**config.mk**
```make
export PLATFORM = sky130hd
export DESIGN_NAME = dda_line_rasterizer
export DESIGN_NICKNAME = d
export VERILOG_FILES = /design/src/rtl/dda_pkg.sv /design/src/rtl/dda_ctrl.sv /design/src/rtl/dda_dp.sv /design/src/rtl/dda_line_rasterizer.sv
export VERILOG_INCLUDE_DIRS = /design/src /design/src/rtl
export SDC_FILE = /design/constraint.sdc
export NUM_CORES = 1
export LEC_CHECK = 0
export ABC_AREA = 0
export BUFFER_PORTS_ARGS = -buffer_cell sky130_fd_sc_hd__buf_4
export CORE_MARGIN = 8
export CORE_UTILIZATION = 63
export DETAILED_ROUTE_END_ITERATION = 10
export PLACE_DENSITY = 0.85
export SYNTH_ARGS = -nofsm -noshare
export SYNTH_HDL_FRONTEND = slang
export SYNTH_HIERARCHICAL = 1
export SYNTH_SLANG_ARGS = --single-unit
```
**constraint.sdc**
```tcl
create_clock -name clk -period 6.1 [get_ports clk]
set_input_delay 0.305 -clock clk [delete_from_list [all_inputs] [get_ports clk]]
set_output_delay 0.305 -clock clk [all_outputs]
set_load 0.01 [all_outputs]
```
**src/rtl/dda_line_rasterizer_defines.svh**
```systemverilog
`ifndef DDA_LINE_RASTERIZER_DEFINES_SVH
`define DDA_LINE_RASTERIZER_DEFINES_SVH

// same-cycle implication, checked on clk, off during reset
`define DDA_ASSERT_IMPL(label, ante, cons, msg) \
  label: assert property (@(posedge clk) disable iff (!rst_n) (ante) |-> (cons)) \
    else $error(msg);

// next-cycle implication
`define DDA_ASSERT_NEXT(label, ante, cons, msg) \
  label: assert property (@(posedge clk) disable iff (!rst_n) (ante) |=> (cons)) \
    else $error(msg);

`endif

```
**src/rtl/dda_pkg.sv**
```systemverilog
package dda_pkg;

  typedef struct packed {
    logic load;
    logic iter;
    logic emit;
  } dda_cmd_t;

  typedef struct packed {
    logic active;
  } dda_status_t;

endpackage

```
**src/rtl/dda_ctrl.sv**
```systemverilog
`include "dda_line_rasterizer_defines.svh"

module dda_ctrl #(
  parameter int FRAC_BITS = 16
) (
  input  logic               clk,
  input  logic               rst_n,
  input  logic               in_tvalid,
  output logic               in_tready,
  input  logic               in_tuser,
  output logic               out_tvalid,
  input  logic               out_tready,
  output dda_pkg::dda_cmd_t  cmd,
  input  dda_pkg::dda_status_t status
);
  import dda_pkg::*;

  localparam int CW = $clog2(FRAC_BITS + 1);
  localparam logic S_IDLE = 1'b0;
  localparam logic S_DIV  = 1'b1;

  logic          state_r, state_nxt;
  logic [CW-1:0] cnt_r, cnt_nxt;
  logic          out_valid_r, out_valid_nxt;
  logic          in_acc;
  logic          div_done;

  assign in_tready  = (state_r == S_IDLE) && (!out_valid_r || out_tready);
  assign in_acc     = in_tvalid && in_tready;
  assign out_tvalid = out_valid_r;
  assign div_done   = (state_r == S_DIV) && (cnt_r == CW'(FRAC_BITS));

  assign cmd.load = in_acc && !in_tuser;
  assign cmd.iter = (state_r == S_DIV);
  assign cmd.emit = in_acc && in_tuser && status.active;

  always_comb begin
    state_nxt = state_r;
    cnt_nxt   = cnt_r;
    case (state_r)
      S_IDLE: begin
        if (cmd.load) begin
          state_nxt = S_DIV;
          cnt_nxt   = '0;
        end
      end
      S_DIV: begin
        cnt_nxt = cnt_r + CW'(1);
        if (div_done) begin
          state_nxt = S_IDLE;
        end
      end
      default: begin
        state_nxt = S_IDLE;
      end
    endcase
    if (cmd.emit) begin
      out_valid_nxt = 1'b1;
    end else if (out_tready) begin
      out_valid_nxt = 1'b0;
    end else begin
      out_valid_nxt = out_valid_r;
    end
  end

  always_ff @(posedge clk) begin
    if (!rst_n) begin
      state_r     <= S_IDLE;
      cnt_r       <= '0;
      out_valid_r <= 1'b0;
    end else begin
      state_r     <= state_nxt;
      cnt_r       <= cnt_nxt;
      out_valid_r <= out_valid_nxt;
    end
  end

  `DDA_ASSERT_IMPL(a_emit_room, cmd.emit, !out_valid_r || out_tready, "emit into full output")
  `DDA_ASSERT_NEXT(a_load_div, cmd.load, state_r == S_DIV && cnt_r == '0, "no divide start")
  `DDA_ASSERT_NEXT(a_div_end, div_done, state_r == S_IDLE, "divide overran its count")

endmodule

```
**src/rtl/dda_dp.sv**
```systemverilog
`include "dda_line_rasterizer_defines.svh"

module dda_dp #(
  parameter int COORD_BITS = 10,
  parameter int FRAC_BITS  = 16
) (
  input  logic                    clk,
  input  logic                    rst_n,
  input  dda_pkg::dda_cmd_t       cmd,
  output dda_pkg::dda_status_t    status,
  input  logic [COORD_BITS-1:0]   start_x,
  input  logic [COORD_BITS-1:0]   start_y,
  input  logic [COORD_BITS-1:0]   end_x,
  input  logic [COORD_BITS-1:0]   end_y,
  output logic [COORD_BITS-1:0]   pixel_x,
  output logic [COORD_BITS-1:0]   pixel_y,
  output logic                    last
);
  import dda_pkg::*;

  localparam int AW = COORD_BITS + FRAC_BITS;
  localparam int QW = FRAC_BITS + 1;
  localparam int RW = COORD_BITS + 1;

  logic [COORD_BITS-1:0] start_c [2];
  logic [COORD_BITS-1:0] end_c   [2];
  logic [RW-1:0]         delta   [2];
  logic [COORD_BITS-1:0] mag     [2];
  logic [COORD_BITS-1:0] steps_c;

  logic [AW-1:0]         acc_r [2], acc_nxt [2];
  logic [QW-1:0]         quot_r [2], quot_nxt [2];
  logic [RW-1:0]         rem_r [2], rem_nxt [2];
  logic [RW-1:0]         rem_diff [2];
  logic                  neg_r [2], neg_nxt [2];
  logic [AW-1:0]         rnd [2];
  logic [COORD_BITS-1:0] pix_r [2], pix_nxt [2];
  logic [COORD_BITS-1:0] steps_r, steps_nxt;
  logic                  last_r, last_nxt;
  logic [RW-1:0]         left_r, left_nxt;
  logic                  active_r, active_nxt;

  assign start_c[0] = start_x;
  assign start_c[1] = start_y;
  assign end_c[0]   = end_x;
  assign end_c[1]   = end_y;

  always_comb begin
    for (int i = 0; i < 2; i++) begin
      delta[i] = {1'b0, end_c[i]} - {1'b0, start_c[i]};
      mag[i]   = delta[i][RW-1] ? COORD_BITS'(-delta[i]) : delta[i][COORD_BITS-1:0];
    end
    steps_c = (mag[0] > mag[1]) ? mag[0] : mag[1];
  end

  always_comb begin
    steps_nxt  = steps_r;
    last_nxt   = last_r;
    left_nxt   = left_r;
    active_nxt = active_r;
    for (int i = 0; i < 2; i++) begin
      acc_nxt[i]  = acc_r[i];
      quot_nxt[i] = quot_r[i];
      rem_nxt[i]  = rem_r[i];
      neg_nxt[i]  = neg_r[i];
      pix_nxt[i]  = pix_r[i];
      rnd[i]      = acc_r[i] + (AW'(1) << (FRAC_BITS - 1));
      rem_diff[i] = (rem_r[i] >= {1'b0, steps_r}) ? rem_r[i] - {1'b0, steps_r} : rem_r[i];
      if (cmd.load) begin
        acc_nxt[i] = {start_c[i], {FRAC_BITS{1'b0}}};
        rem_nxt[i] = {1'b0, mag[i]};
        neg_nxt[i] = delta[i][RW-1];
        quot_nxt[i] = '0;
      end else if (cmd.iter) begin
        // restoring divide, one quotient bit a cycle
        quot_nxt[i] = {quot_r[i][QW-2:0], rem_r[i] >= {1'b0, steps_r}};
        rem_nxt[i]  = {rem_diff[i][COORD_BITS-1:0], 1'b0};
      end else if (cmd.emit) begin
        pix_nxt[i] = rnd[i][AW-1:FRAC_BITS];
        acc_nxt[i] = neg_r[i] ? acc_r[i] - AW'(quot_r[i]) : acc_r[i] + AW'(quot_r[i]);
      end
    end
    if (cmd.load) begin
      steps_nxt  = steps_c;
      left_nxt   = {1'b0, steps_c} + RW'(1);
      active_nxt = 1'b1;
    end else if (cmd.emit) begin
      last_nxt = (left_r == RW'(1));
      left_nxt = left_r - RW'(1);
      if (left_r == RW'(1)) begin
        active_nxt = 1'b0;
      end
    end
  end

  always_ff @(posedge clk) begin
    if (!rst_n) begin
      left_r   <= '0;
      active_r <= 1'b0;
    end else begin
      left_r   <= left_nxt;
      active_r <= active_nxt;
    end
  end

  always_ff @(posedge clk) begin
    steps_r <= steps_nxt;
    last_r  <= last_nxt;
    for (int i = 0; i < 2; i++) begin
      acc_r[i]  <= acc_nxt[i];
      quot_r[i] <= quot_nxt[i];
      rem_r[i]  <= rem_nxt[i];
      neg_r[i]  <= neg_nxt[i];
      pix_r[i]  <= pix_nxt[i];
    end
  end

  assign status.active = active_r;
  assign pixel_x       = pix_r[0];
  assign pixel_y       = pix_r[1];
  assign last          = last_r;

  `DDA_ASSERT_IMPL(a_active_left, active_r, left_r != '0, "active line with no pixels left")
  `DDA_ASSERT_NEXT(a_load_active, cmd.load, active_r, "line not active after load")
  `DDA_ASSERT_NEXT(a_load_count, cmd.load, left_r == {1'b0, steps_r} + RW'(1), "bad load count")
  `DDA_ASSERT_IMPL(a_rem_x, cmd.iter, rem_r[0] <= {steps_r, 1'b0}, "x remainder out of range")
  `DDA_ASSERT_IMPL(a_rem_y, cmd.iter, rem_r[1] <= {steps_r, 1'b0}, "y remainder out of range")

endmodule

```
**src/rtl/dda_line_rasterizer.sv**
```systemverilog
// channel  dir  tdata                                   tuser  tlast
// in_      in   start_x, start_y, end_x, end_y          cmd    -
// out_     out  pixel_x, pixel_y                        -      last
// a step word yields at most one pixel word
// a load word is accepted, then divided, one quotient bit a cycle
//   from a restoring divider on each axis, both sharing the step count
// in_tready is low during the divide and while an unaccepted pixel word is held
// rst_n is synchronous, active low, and clears the line and the output valid flag
module dda_line_rasterizer #(
  parameter int COORD_BITS = 10,
  parameter int FRAC_BITS  = 16
) (
  input  logic                                    clk,
  input  logic                                    rst_n,
  input  logic                                    in_tvalid,
  output logic                                    in_tready,
  // start_x, start_y, end_x, end_y
  input  logic [((4*COORD_BITS+7)/8)*8-1:0]       in_tdata,
  // cmd
  input  logic                                    in_tuser,
  output logic                                    out_tvalid,
  input  logic                                    out_tready,
  // pixel_x, pixel_y
  output logic [((2*COORD_BITS+7)/8)*8-1:0]       out_tdata,
  output logic                                    out_tlast
);
  import dda_pkg::*;

  localparam int OW = ((2*COORD_BITS+7)/8)*8;

  dda_cmd_t              cmd;
  dda_status_t           status;
  logic [COORD_BITS-1:0] pixel_x;
  logic [COORD_BITS-1:0] pixel_y;

  dda_ctrl #(
    .FRAC_BITS (FRAC_BITS)
  ) u_ctrl (
    .clk        (clk),
    .rst_n      (rst_n),
    .in_tvalid  (in_tvalid),
    .in_tready  (in_tready),
    .in_tuser   (in_tuser),
    .out_tvalid (out_tvalid),
    .out_tready (out_tready),
    .cmd        (cmd),
    .status     (status)
  );

  dda_dp #(
    .COORD_BITS (COORD_BITS),
    .FRAC_BITS  (FRAC_BITS)
  ) u_dp (
    .clk     (clk),
    .rst_n   (rst_n),
    .cmd     (cmd),
    .status  (status),
    .start_x (in_tdata[COORD_BITS-1:0]),
    .start_y (in_tdata[2*COORD_BITS-1:COORD_BITS]),
    .end_x   (in_tdata[3*COORD_BITS-1:2*COORD_BITS]),
    .end_y   (in_tdata[4*COORD_BITS-1:3*COORD_BITS]),
    .pixel_x (pixel_x),
    .pixel_y (pixel_y),
    .last    (out_tlast)
  );

  assign out_tdata = OW'({pixel_y, pixel_x});

endmodule

```
; ---- Word level (Yosys, flattened, before mapping)
; Memory sizes are Yosys's and may differ from the RTL's.
; Cells that the tools add are included.
[totals]
latch_bits = 0
mem_bits_rw = 130
out_inout_bits = 27
input_bits = 45
reg_bits = 30
rom_bits = 0
wordCells = 90
mem_count = 5
[mem_list]
columns = name, depth, word_bits, read_ports, rd_ports_with_merged_regs, wr, line
row1 = u_dp.acc_r, 2, 26, 2, 0, 2, dda_dp.sv:31  ; logic [AW-1:0] acc_r [2], acc_nxt [2];
row2 = u_dp.quot_r, 2, 17, 2, 0, 2, dda_dp.sv:32  ; logic [QW-1:0] quot_r [2], quot_nxt [2];
row3 = u_dp.rem_r, 2, 11, 2, 0, 2, dda_dp.sv:33  ; logic [RW-1:0] rem_r [2], rem_nxt [2];
row4 = u_dp.pix_r, 2, 10, 2, 0, 2, dda_dp.sv:37  ; logic [COORD_BITS-1:0] pix_r [2], pix_nxt [2];
row5 = u_dp.neg_r, 2, 1, 2, 0, 2, dda_dp.sv:35  ; logic neg_r [2], neg_nxt [2];
[classes]
n_mux = 41
mul = 0
order_cmp = 3
shifts = 0
reduce_logical = 14
n_eq_ne = 3
div = 0
n_bitwise = 2
n_addsub = 15
[ops]
columns = cell, count
row1 = 26-bit two-way mux, 8
row2 = 10-bit two-way mux, 11
row3 = 17-bit two-way mux, 4
row4 = 11-bit two-way mux, 6
row5 = "26-bit by 16-bit adder with 26-bit output, second input constant", 2
row6 = 26-bit by 17-bit adder with 26-bit output, 2
row7 = 26-bit by 17-bit subtractor with 26-bit output, 2
row8 = 11-bit by 10-bit >= comparator with 1-bit output, 2
row9 = 10-bit by 10-bit subtractor with 11-bit output, 2
row10 = 10-bit negator, 2
row11 = 10-bit subtractor, 2
row12 = "10-bit by 1-bit adder with 11-bit output, second input constant", 1
row13 = "11-bit by 1-bit == test with 1-bit output, second input constant", 1
row14 = "11-bit by 1-bit subtractor with 11-bit output, second input constant", 1
row15 = 10-bit greater-than comparator, 1
row16 = 5-bit one-hot mux with 2 select lines, 1
row17 = 1-bit two-way mux, 9
row18 = 1-bit logical AND, 6
row19 = 2-bit nonzero test, 3
row20 = "5-bit by 1-bit adder with 5-bit output, second input constant", 1
row21 = "5-bit == test, second input constant", 1
row22 = 5-bit two-way mux, 1
row23 = 2-bit AND reduction, 2
row24 = 1-bit zero test, 2
row25 = other kinds (4), 5

; ---- Depth between registers and ports, before layout
; Gate-level depths: netlist of run 1.
[logic_depth]
word_depth = 9
ltp_mapped = 25
mapped_depth_nobuf = 24

; ---- Hierarchy
; Netlist of run 1, hierarchy kept.
[modules_own_cells]
columns = mod, cells_per_inst, n_inst, seq_area_each_um2, area_per_inst_um2
row1 = dda_dp, 1344, 1, 3793.6, 11827.6
row2 = dda_ctrl, 43, 1, 140.1, 396.6
row3 = dda_line_rasterizer, 5, 1, 0.0, 33.8

; ---- Worst setup path after synthesis of run 1
; No wires, ideal clock.
[synth_path]
path_kind = input -> register
from = input in_tdata[30]
to = register u_dp.left_r[8]
setup_ps = 138
path_buffers = 1
path_slack_ps = 1451
arrival_ps = 4511
cell_stages = 24
required_time_ps = 5962
cell_sequence = inv_1 -> ha_1 -> inv_1 -> fa_1 -> a21o_1 -> a21oi_2 -> xnor2_1 -> nand4_2 -> o31ai_1 -> xnor2_1 -> inv_1 -> ha_1 -> a21o_1 -> a21oi_1 -> a21o_1 -> a31o_2 -> clkbuf_1 -> nor2_1 -> a21oi_1 -> ha_1 -> nand3_1 -> nor4_1 -> mux2i_1 -> a211oi_1
[synth_between]
elab_chain_cells = 7
[synth_rtl]
columns = element, line
row1 = start: declaration, dda_line_rasterizer.sv:18  ; input logic [((4*COORD_BITS+7)/8)*8-1:0] in_tdata,
row2 = 10-bit by 10-bit subtractor with 11-bit output (*), dda_dp.sv:50  ; delta[i] = {1'b0, end_c[i]} - {1'b0, start_c[i]};
row3 = 10-bit negator, dda_dp.sv:51  ; mag[i] = delta[i][RW-1] ? COORD_BITS'(-delta[i]) : delta[i][COORD_BITS-1:0];
row4 = 10-bit two-way mux (*), dda_dp.sv:51
row5 = 10-bit greater-than comparator, dda_dp.sv:53  ; steps_c = (mag[0] > mag[1]) ? mag[0] : mag[1];
row6 = 10-bit two-way mux (*), dda_dp.sv:53
row7 = named net u_dp.steps_c[1], dda_dp.sv:29  ; logic [COORD_BITS-1:0] steps_c;
row8 = 10-bit by 1-bit adder with 11-bit output (*), dda_dp.sv:85  ; left_nxt = {1'b0, steps_c} + RW'(1);
row9 = 11-bit two-way mux (*), dda_dp.sv:83  ; if (cmd.load) begin
row10 = end signal: assignment, dda_dp.sv:101  ; left_r <= left_nxt;
row11 = end: declaration, dda_dp.sv:40  ; logic [RW-1:0] left_r, left_nxt;
; Mark *: on every way through the listed nets, which the timed path passes. The rest lies on a longest branch.
; A chain may end at the register's enable or synchronous reset.

; ---- Worst setup path after layout of run 1
[layout_path]
from = input in_tdata[20]
to = register u_dp.left_r[8]
; Same word-level chain as after synthesis.

==> results of run 1 <==
through the flow:
step / total power, mW / hold slack [ns] / setup slack (ns) / instance area (µm²) / utilization
final: 5.02 / 0.167 / 1.13 / 13500 / 0.701
after floorplan: 3.40 / 0.423 / 1.45 / 12300 / -
after CTS: 4.96 / 0.152 / 1.28 / 13500 / 0.701
after global placement: 3.82 / 0.436 / 1.21 / 13000 / 0.672
after global routing: 5.32 / 0.160 / 0.819 / 13500 / 0.701
after detailed placement: 3.92 / 0.452 / 0.886 / 13000 / 0.672
worst max-delay path, delay by kind of cell:
| family | cells | cell delay, ns |
|---|---|---|
| AOI/OAI and AO/OA | 6 | 1.22 |
| adders and majority gates | 4 | 1.15 |
| xor gates and xnor gates | 2 | 0.81 |
| muxes | 1 | 0.23 |
| and+or+nand+nor | 8 | 1.23 |
| buffers and inverters | 4 | 0.33 |
worst paths after layout:
kind / startpoint / end / slack [ns]
max reg2reg: u_dp/neg_r[0][1]$_DFFE_PP_ / u_dp/acc_r[0][46]$_DFFE_PP_ / 1.45
min reg2reg: u_dp/acc_r[0][39]$_SDFFE_PP0P_ / u_dp/acc_r[0][39]$_SDFFE_PP0P_ / 0.46
max: in_tdata[20] / u_dp/left_r[8]$_SDFFE_PN0P_ / 1.13
min: rst_n / u_ctrl/state_r$_SDFF_PN0_ / 0.17
cell type report:
| type | instances | area (µm²) |
|---|---|---|
| fill | 1447 | 5760 |
| multi-input combinational | 1095 | 7770 |
| inverter | 88 | 333 |
| clock inverter | 9 | 53.8 |
| timing repair buffer | 78 | 586 |
| clock buffer | 23 | 500 |
| tap | 265 | 332 |
| sequential | 160 | 3940 |
Yosys cell counts (5+ instances only):
| library cell | n |
|---|---|
| edfxtp_1 | 73 |
| xor2_1 | 41 |
| buf_1 | 10 |
| xnor2_1 | 102 |
| inv_1 | 85 |
| o31ai_1 | 8 |
| o21a_1 | 18 |
| nand3_1 | 40 |
| a21o_1 | 37 |
| ha_1 | 111 |
| nor2_1 | 124 |
| nor4_1 | 10 |
| o21bai_1 | 15 |
| nor2b_1 | 18 |
| a211oi_1 | 22 |
| a31oi_1 | 15 |
| nand2b_1 | 19 |
| a21oi_1 | 110 |
| nand4_1 | 8 |
| dfxtp_1 | 87 |
| a31o_2 | 9 |
| buf_4 | 6 |
| o211ai_1 | 8 |
| and3_1 | 5 |
| fa_1 | 6 |
| and2_1 | 8 |
| or3_1 | 11 |
| o22ai_1 | 29 |
| nor3_1 | 27 |
| mux2i_1 | 59 |
| nand2_1 | 102 |
| o21ai_0 | 52 |
| clkbuf_1 | 32 |
power breakdown:
group          leakage (nW)  total (mW)  internal, mW  switching (mW)
clock network         0.271        1.01         0.577           0.434
registers              1.40        1.35          1.26          0.0872
logic                  3.96        2.66          1.14            1.52
state kept, by name, summed over array words and instances, names as in the netlist:
signal	count
u_dp/quot_r	34
u_ctrl/out_tvalid	1
u_dp/acc_r	52
u_dp/steps_r	10
u_ctrl/state_r	1
u_dp/left_r	11
u_dp/pix_r	20
u_dp/neg_r	2
u_dp/status	1
u_dp/rem_r	22
u_dp/last	1
u_ctrl/cnt_r	5
layer usage:
metal / track usage / vias up
li1: - / 5130
met1: 0.302 / 5014
met2: 0.412 / 423
met3: 0.0436 / 77
met4: 0.0970 / 0
met5: 0 / -
cells in the final DEF, fill, tap and decap left out, drive strengths merged, types with 6 or more instances in the layout:
cell / netlist / final
nor2: 125 / 125
or4: 6 / 6
a31o: 9 / 9
and2: 8 / 8
mux2i: 61 / 61
buf: 20 / 78
o21ai: 56 / 56
a21o: 38 / 38
clkinv: 1 / 6
nand4: 9 / 9
clkbuf: 32 / 23
o31ai: 8 / 8
ha: 111 / 111
nor2b: 18 / 18
xor2: 41 / 41
or3: 11 / 11
a211oi: 23 / 23
o22ai: 29 / 29
a31oi: 17 / 17
edfxtp: 73 / 73
fa: 6 / 6
o21bai: 15 / 15
a21oi: 111 / 111
nand2: 102 / 102
inv: 87 / 89
nand3: 40 / 40
o21a: 18 / 18
nor4: 10 / 10
xnor2: 102 / 102
o211ai: 11 / 11
nor3: 28 / 28
dfxtp: 87 / 87
nand2b: 19 / 19
kinds of logic after synthesis:
| kind of cell | count (synthesis) |
|---|---|
| compound gates | 370 |
| xor+xnor | 143 |
| fa+ha+maj | 117 |
| buf+inv | 140 |
| flops | 160 |
| mux | 65 |
| other cells | 1 |
| simple gates | 396 |
==> results summary, run 1 <==
The flow ran to the end, and the final reports show no timing, DRC or antenna violations. The number of buffers added by the clock tree synthesis step came out at 17. The tightest min-delay check is of the in -> reg type. The full die area is roughly 24,000 µm². The floorplan step set the die width to about 160 µm.

The slew at the pin with the worst max-slew slack is about 1.2 ns. The final global-route overflow total is 0. For the final routed database, the setup TNS stands at 0 ns.

The area growth from synthesis to layout came out at 10.2%. The worst setup path is of the in -> reg kind. STA classifies the critical path startpoint as an input pin. The part of the Yosys area used for sequential elements is 0.321. The total of warnings raised by yosys came out at 6. The count of unique library cells instantiated by Yosys came out at 84.

The maximum fanout count along the critical path is 9. The power density normalized to cell area is approximately 370 nW/µm². In the final routed layout, each cell accounts on average for ~17 µm. The share of the synthesized area in the top cell type is 0.179. The max-capacitance violation count came out at 0. The maximum number of pins on one net before global-route repair is 95. After detailed routing, the met2 layer carries around 14,000 µm of wire. The number of endpoints with negative hold slack in the final report came out at 0. Yosys attributes the largest share of cell area to edfxtp_1 18%, dfxtp_1 14%, ha_1 11%. The biggest area contributor in the post-synthesis netlist is edfxtp_1. The final critical delay including setup and external delays came out at ~5.0 ns. By area, the combinational part of the netlist is dominated by compound AO/OA/AOI/OAI gates. The total inserted antenna cells is 0.

The worst supply voltage drop on vdd came out at around 0.00021 V. The initial core utilization is 0.636. The number of global-route vias before repair is between 10,000 and 15,000. The worst setup path is captured at a flop. A synthesized cell averages roughly 8.8 µm². The headroom to the max-slew limit is 0.163. The worst-path cell with the longest stage delay is a31oi_2. The tree is rooted in a clkbuf_16. The total DRC errors in the routed layout came out at 0. Among all flip-flop cells after synthesis, the most frequent one is dfxtp_1. The via count came out at ~11,000.

The placer congestion estimate is 0.912. The count of standard-cell rows came out at 51. The deepest clock path buffer count came out at 2. After detailed routing, the met3 layer carries about 2100 µm of wire.

After clock tree synthesis, the flow added hold-fix buffers numbering 0. Summed over all cells, the static leakage comes to 5.63 nW. The area share of and/or/nand/nor cells after synthesis is 0.154.

Including well taps, the total number of placed cells is 1,686. The overall track demand over capacity in global routing is 0.243. The required time of the critical path came out at about 6.4 ns. The largest stage delay on the critical path is 0.47 ns. The total of flip-flops plus latches after synthesis is 160. After synthesis the cells add up to roughly 12,000 µm². For this run, the post-layout net count is 1,602. After the flow finishes, the layout carries non-filler instances totaling around 1,700.

The via density per instance came out at around 6.2. Dividing the final minimum period by the clock period gives 0.814. The cell count after synthesis came out at approximately 1,400. The DRC marker count from the first detailed-route iteration came out at 772.

After clock tree synthesis, the clock-pin slew on the worst setup and hold paths is approximately 0.07 ns. The clock tree synthesis step divided the H-tree into 4 levels. The fraction of the mapped netlist area in compound gates was 0.199. Of the cells placed in the final design, the portion with a size suffix greater than 1 is 0.103.

The share of flip-flops with an asynchronous set or reset is 0. On the final layout, the worst clock skew is a little over 0.008 ns. The highest attainable clock frequency is 201 MHz. The initial antenna violation count is 0. The xor/xnor share of the synthesized area is 0.102. The clock drives between 150 and 200 sinks. The wire length of the first global-routing pass came out at just under 50,000 µm. The source-to-sink clock delay at the later pin of the worst-skew pair came out at 0.43 ns. The length of routed wiring on met1 is about 13,000 µm. The number of top-level design ports came out at 72. The number of pins exceeding their max-slew limit in the final report is 0. Along the worst hold path, the cell count comes to 2.

Setup violations remaining at the end of the flow were counted as 0. The mux cell area share after synthesis is 0.0541. The number of gates resized after cts came out at 0. The total wire length is 29,800 µm.

The arrival time at the worst endpoint is 5.27 ns. TritonCTS built the clock tree. The sum of net half-perimeters after detailed placement came out at around 22,000 µm. In this run the post-CTS setup repair buffer count came out at 0.

The worst reg2reg path depth is 12. The port buffer count came out at between 60 and 70. Setup repair after global routing left no endpoint under its margin. The area share of fa/ha/maj cells after synthesis is 0.123. The core region is about 19,000 µm².

The post-detailed-route count of antenna-violating nets came out at 0. The die height is between 150 and 200 µm. The number of iterations in the first detailed-routing pass came out at 8.

The count of flip-flops with a built-in enable after synthesis came out at 73. The uppermost layer routed is met4.
No activity file was read; power rests on OpenSTA's default activity.
==> inputs of run 2 (changes only) <==
- clock period: 6.1 -> 4.6 ns (I/O delays scaled with it)
==> results summary, run 2 (same netlist as run 1, synthesis figures left out) <==
The flow ran to the end, and the final reports show no timing, DRC or antenna violations. The most heavily used metal layer in global routing is met2. The number of standard cells in the final layout excluding fillers is ~1,800. The max-capacitance violation count came out at 0. The post-route total power came out at approximately 7.0 mW. The port buffer count came out at 67. The largest registers in the layout are u_dp/acc_r (52), u_dp/quot_r (34), u_dp/rem_r (22).

The deepest clock path buffer count came out at 2. The area growth from synthesis to layout is 13.4%. Hold timing on the final database bottoms out at a slack of 0.0980 ns.

The worst reg-to-reg setup slack came out at roughly 0.33 ns. The maximum fanout count along the critical path came out at 8. The min-delay analysis places its worst path in the category in -> reg. Ranked by flip-flop count, first place goes to u_dp/acc_r.

The worst supply voltage drop on vdd is a little over 0.0003 V. In the global route stage, met3 resource usage came out at 0.0535. The via count came out at roughly 11,000. The number of pins exceeding their max-slew limit in the final report is 0. The register with the most flip-flops in the layout has 52 of them. Of the total power, the share spent switching nets is 0.396. The routed wirelength normalized by instance count is between 15 and 20 µm. The required time of the critical path is 4.93 ns. The total of endpoints with negative setup slack in the final report came out at 0. The full die area is between 20,000 and 25,000 µm². The clock sink count came out at 160.

The final critical delay including setup and external delays is around 4.4 ns. The highest attainable clock frequency is 228 MHz. The headroom to the max-slew limit is 0.329. The placed instance count came out at roughly 1,700.

The share of total power dissipated in sequential elements is 0.254. The post-detailed-route count of antenna-violating nets came out at 0. The initial antenna violation count came to 0. The wire length of the first global-routing pass is 49,800 µm. The total DRC errors in the routed layout came out at 0. The source-to-sink clock delay at the later pin of the worst-skew pair is about 0.43 ns.

The number of global-route vias before repair is 10,288. The fraction of power consumed by combinational cells came out at 0.534. The setup slack at placement came out at -0.149 ns. For this run, the share of the core covered by cells in the final layout is 0.722.

The via density per instance came out at between 6 and 7. The net switching power of the design is between 2 and 3 mW. The part of the cycle the worst path needs is 0.953. STA classifies the critical path startpoint as an input pin.

The fraction of layout cells with a size suffix above 1 came out at 0.131. For hold timing, the worst endpoint is u_ctrl/state_r$_SDFF_PN0_. The worst hold path begins at rst_n. The initial utilization of the core area, before any placement, comes to 0.636. The number of cells on the worst hold path is 2. The reg-to-reg critical path endpoint is u_dp/acc_r[0][48]$_DFFE_PP_.

The count of nets after finishing is approximately 1,600. For this run, the total global-route usage over all layers was measured as 0.252. The share of total power in the clock network is 0.212. The post-cts hold buffer count is 0. The maximum level of the CTS H-tree came out at 4.

Detailed placement finished with a half-perimeter wire length of roughly 22,000 µm. Before antenna repair, the detailed router went through 5 iterations. Leaving out fill and tap cells, the most frequent cell in the layout is nor2_1. The number of top-level design ports is 72. The final global-route overflow total is 0. The met2 routing resource usage after global routing came out at 0.416.

TritonCTS built the clock tree. The die extent in x came out at 155 µm. The count of fill cells added during filler insertion came out at between 1,000 and 1,500. The placeable core region came out at between 15,000 and 20,000 µm².

Clock tree synthesis inserted a total of 17 buffers. The met1 demand-to-capacity share in global routing is 0.319. At the worst endpoint, the arrival time is between 4 and 5 ns. The smallest setup slack after layout is 0.217 ns.

In this run the vertical extent of the chip is roughly 160 µm. The root buffer cell is clkbuf_16. The total inserted antenna cells came out at 0.

The number of endpoints with negative hold slack in the final report is 0. The placer congestion estimate is just over 0.9. After clock tree synthesis, the clock-pin slew on the worst setup and hold paths is ~0.060 ns.

The startpoint identified for the worst register-to-register timing path is u_dp/quot_r[0][17]$_SDFFE_PP0P_. The clock skew after layout came out at 0.00835 ns. In the layout the commonest cells are 124 x nor2_1, 115 x buf_4, 111 x ha_1. Dividing total power by cell area gives a power density of between 500 and 600 nW/µm². STA classifies the critical path endpoint as a flop.

The slew at the pin with the worst max-slew slack came out at around 1 ns. The initialized floorplan defines 51 standard-cell rows. The maximum number of pins on one net before global-route repair is 71. The worst reg2reg path depth is 14.

The DRC marker count from the first detailed-route iteration came out at around 800. The internal power summed over all cells is about 4.2 mW. The worst setup path is of the in -> reg kind. The total wire length came out at between 30,000 and 40,000 µm. For this design the static power due to leakage is just under 6 nW.
run 2: changes by cell type in the layout (fill, tap and decap cells not counted), sizes merged:
| cell | previous run | this run |
|---|---|---|
| clkinvlp | 2 | 1 |
| bufinv | 0 | 3 |
| buf | 78 | 115 |
| clkbuf | 23 | 21 |
run 2: worst max path at each step:
stage	from	to	cells after the start
finish	in_tdata[30]	u_dp/left_r[9]$_SDFFE_PN0P_	22
global route	in_tdata[30]	u_dp/left_r[8]$_SDFFE_PN0P_	22
CTS	in_tdata[30]	u_dp/left_r[8]$_SDFFE_PN0P_	23
detailed placement	in_tdata[30]	u_dp/left_r[8]$_SDFFE_PN0P_	24
global placement	in_tdata[30]	u_dp/left_r[8]$_SDFFE_PN0P_	24
floorplan	in_tdata[30]	u_dp/left_r[8]$_SDFFE_PN0P_	24
run 2: area by class of cell:
| type | instances | area [µm²] | share of cell area |
|---|---|---|---|
| Clock buffer | 21 | 462 | 0.0332 |
| Clock inverter | 11 | 154 | 0.0111 |
| Inverter | 88 | 333 | 0.0239 |
| Multi-Input combinational cell | 1095 | 7830 | 0.563 |
| Sequential cell | 160 | 3940 | 0.283 |
| Tap cell | 265 | 332 | 0.0238 |
| Timing Repair Buffer | 115 | 863 | 0.0621 |
run 2: worst max-delay path: stages:
cell       delay [ns]
buf_4            0.11
inv_1            0.06
ha_1             0.16
inv_1            0.05
fa_1             0.42
a21o_1           0.21
a21oi_2          0.19
xnor2_1          0.20
nand4_2          0.20
o31ai_2          0.30
xnor2_1          0.18
inv_1            0.10
ha_1             0.30
a21o_1           0.17
a21oi_1          0.18
a21o_1           0.18
a31o_2           0.19
buf_4            0.20
mux2i_1          0.42
nor3_1           0.16
and4_2           0.26
a2111oi_2        0.25
run 2: timing repair:
item / in CTS / in global routing
endpoints found under the setup margin: 0 / 1
resized for setup: 0 / 10
setup buffers: 0 / 1
run 2: per-stage QoR:
| stage | instance area [µm²] | TNS (ns) |
|---|---|---|
| floorplan | 12300 | 0 |
| CTS | 13800 | 0 |
| detailed placement | 13200 | -0.193 |
| finish | 13900 | 0 |
| global placement | 13200 | 0 |
| global route | 13900 | -0.0286 |
run 2: power groups by stage:
stage                     Sequential (mW)  Clock (mW)  Combinational, mW
final                                1.78        1.49               3.75
after CTS                            1.78        1.51               3.65
after global placement               1.80           0               3.51
after floorplan                      1.78           0               2.73
after detailed placement             1.81           0               3.60
after global routing                 1.80        1.57               4.10
run 2: layer usage:
| layer | up-vias | wire, µm |
|---|---|---|
| met1 | 5058 | 13400 |
| met3 | 53 | 2150 |
| met4 | 0 | 799 |
| met2 | 419 | 14300 |
| met5 | - | 0 |
| li1 | 5196 | - |
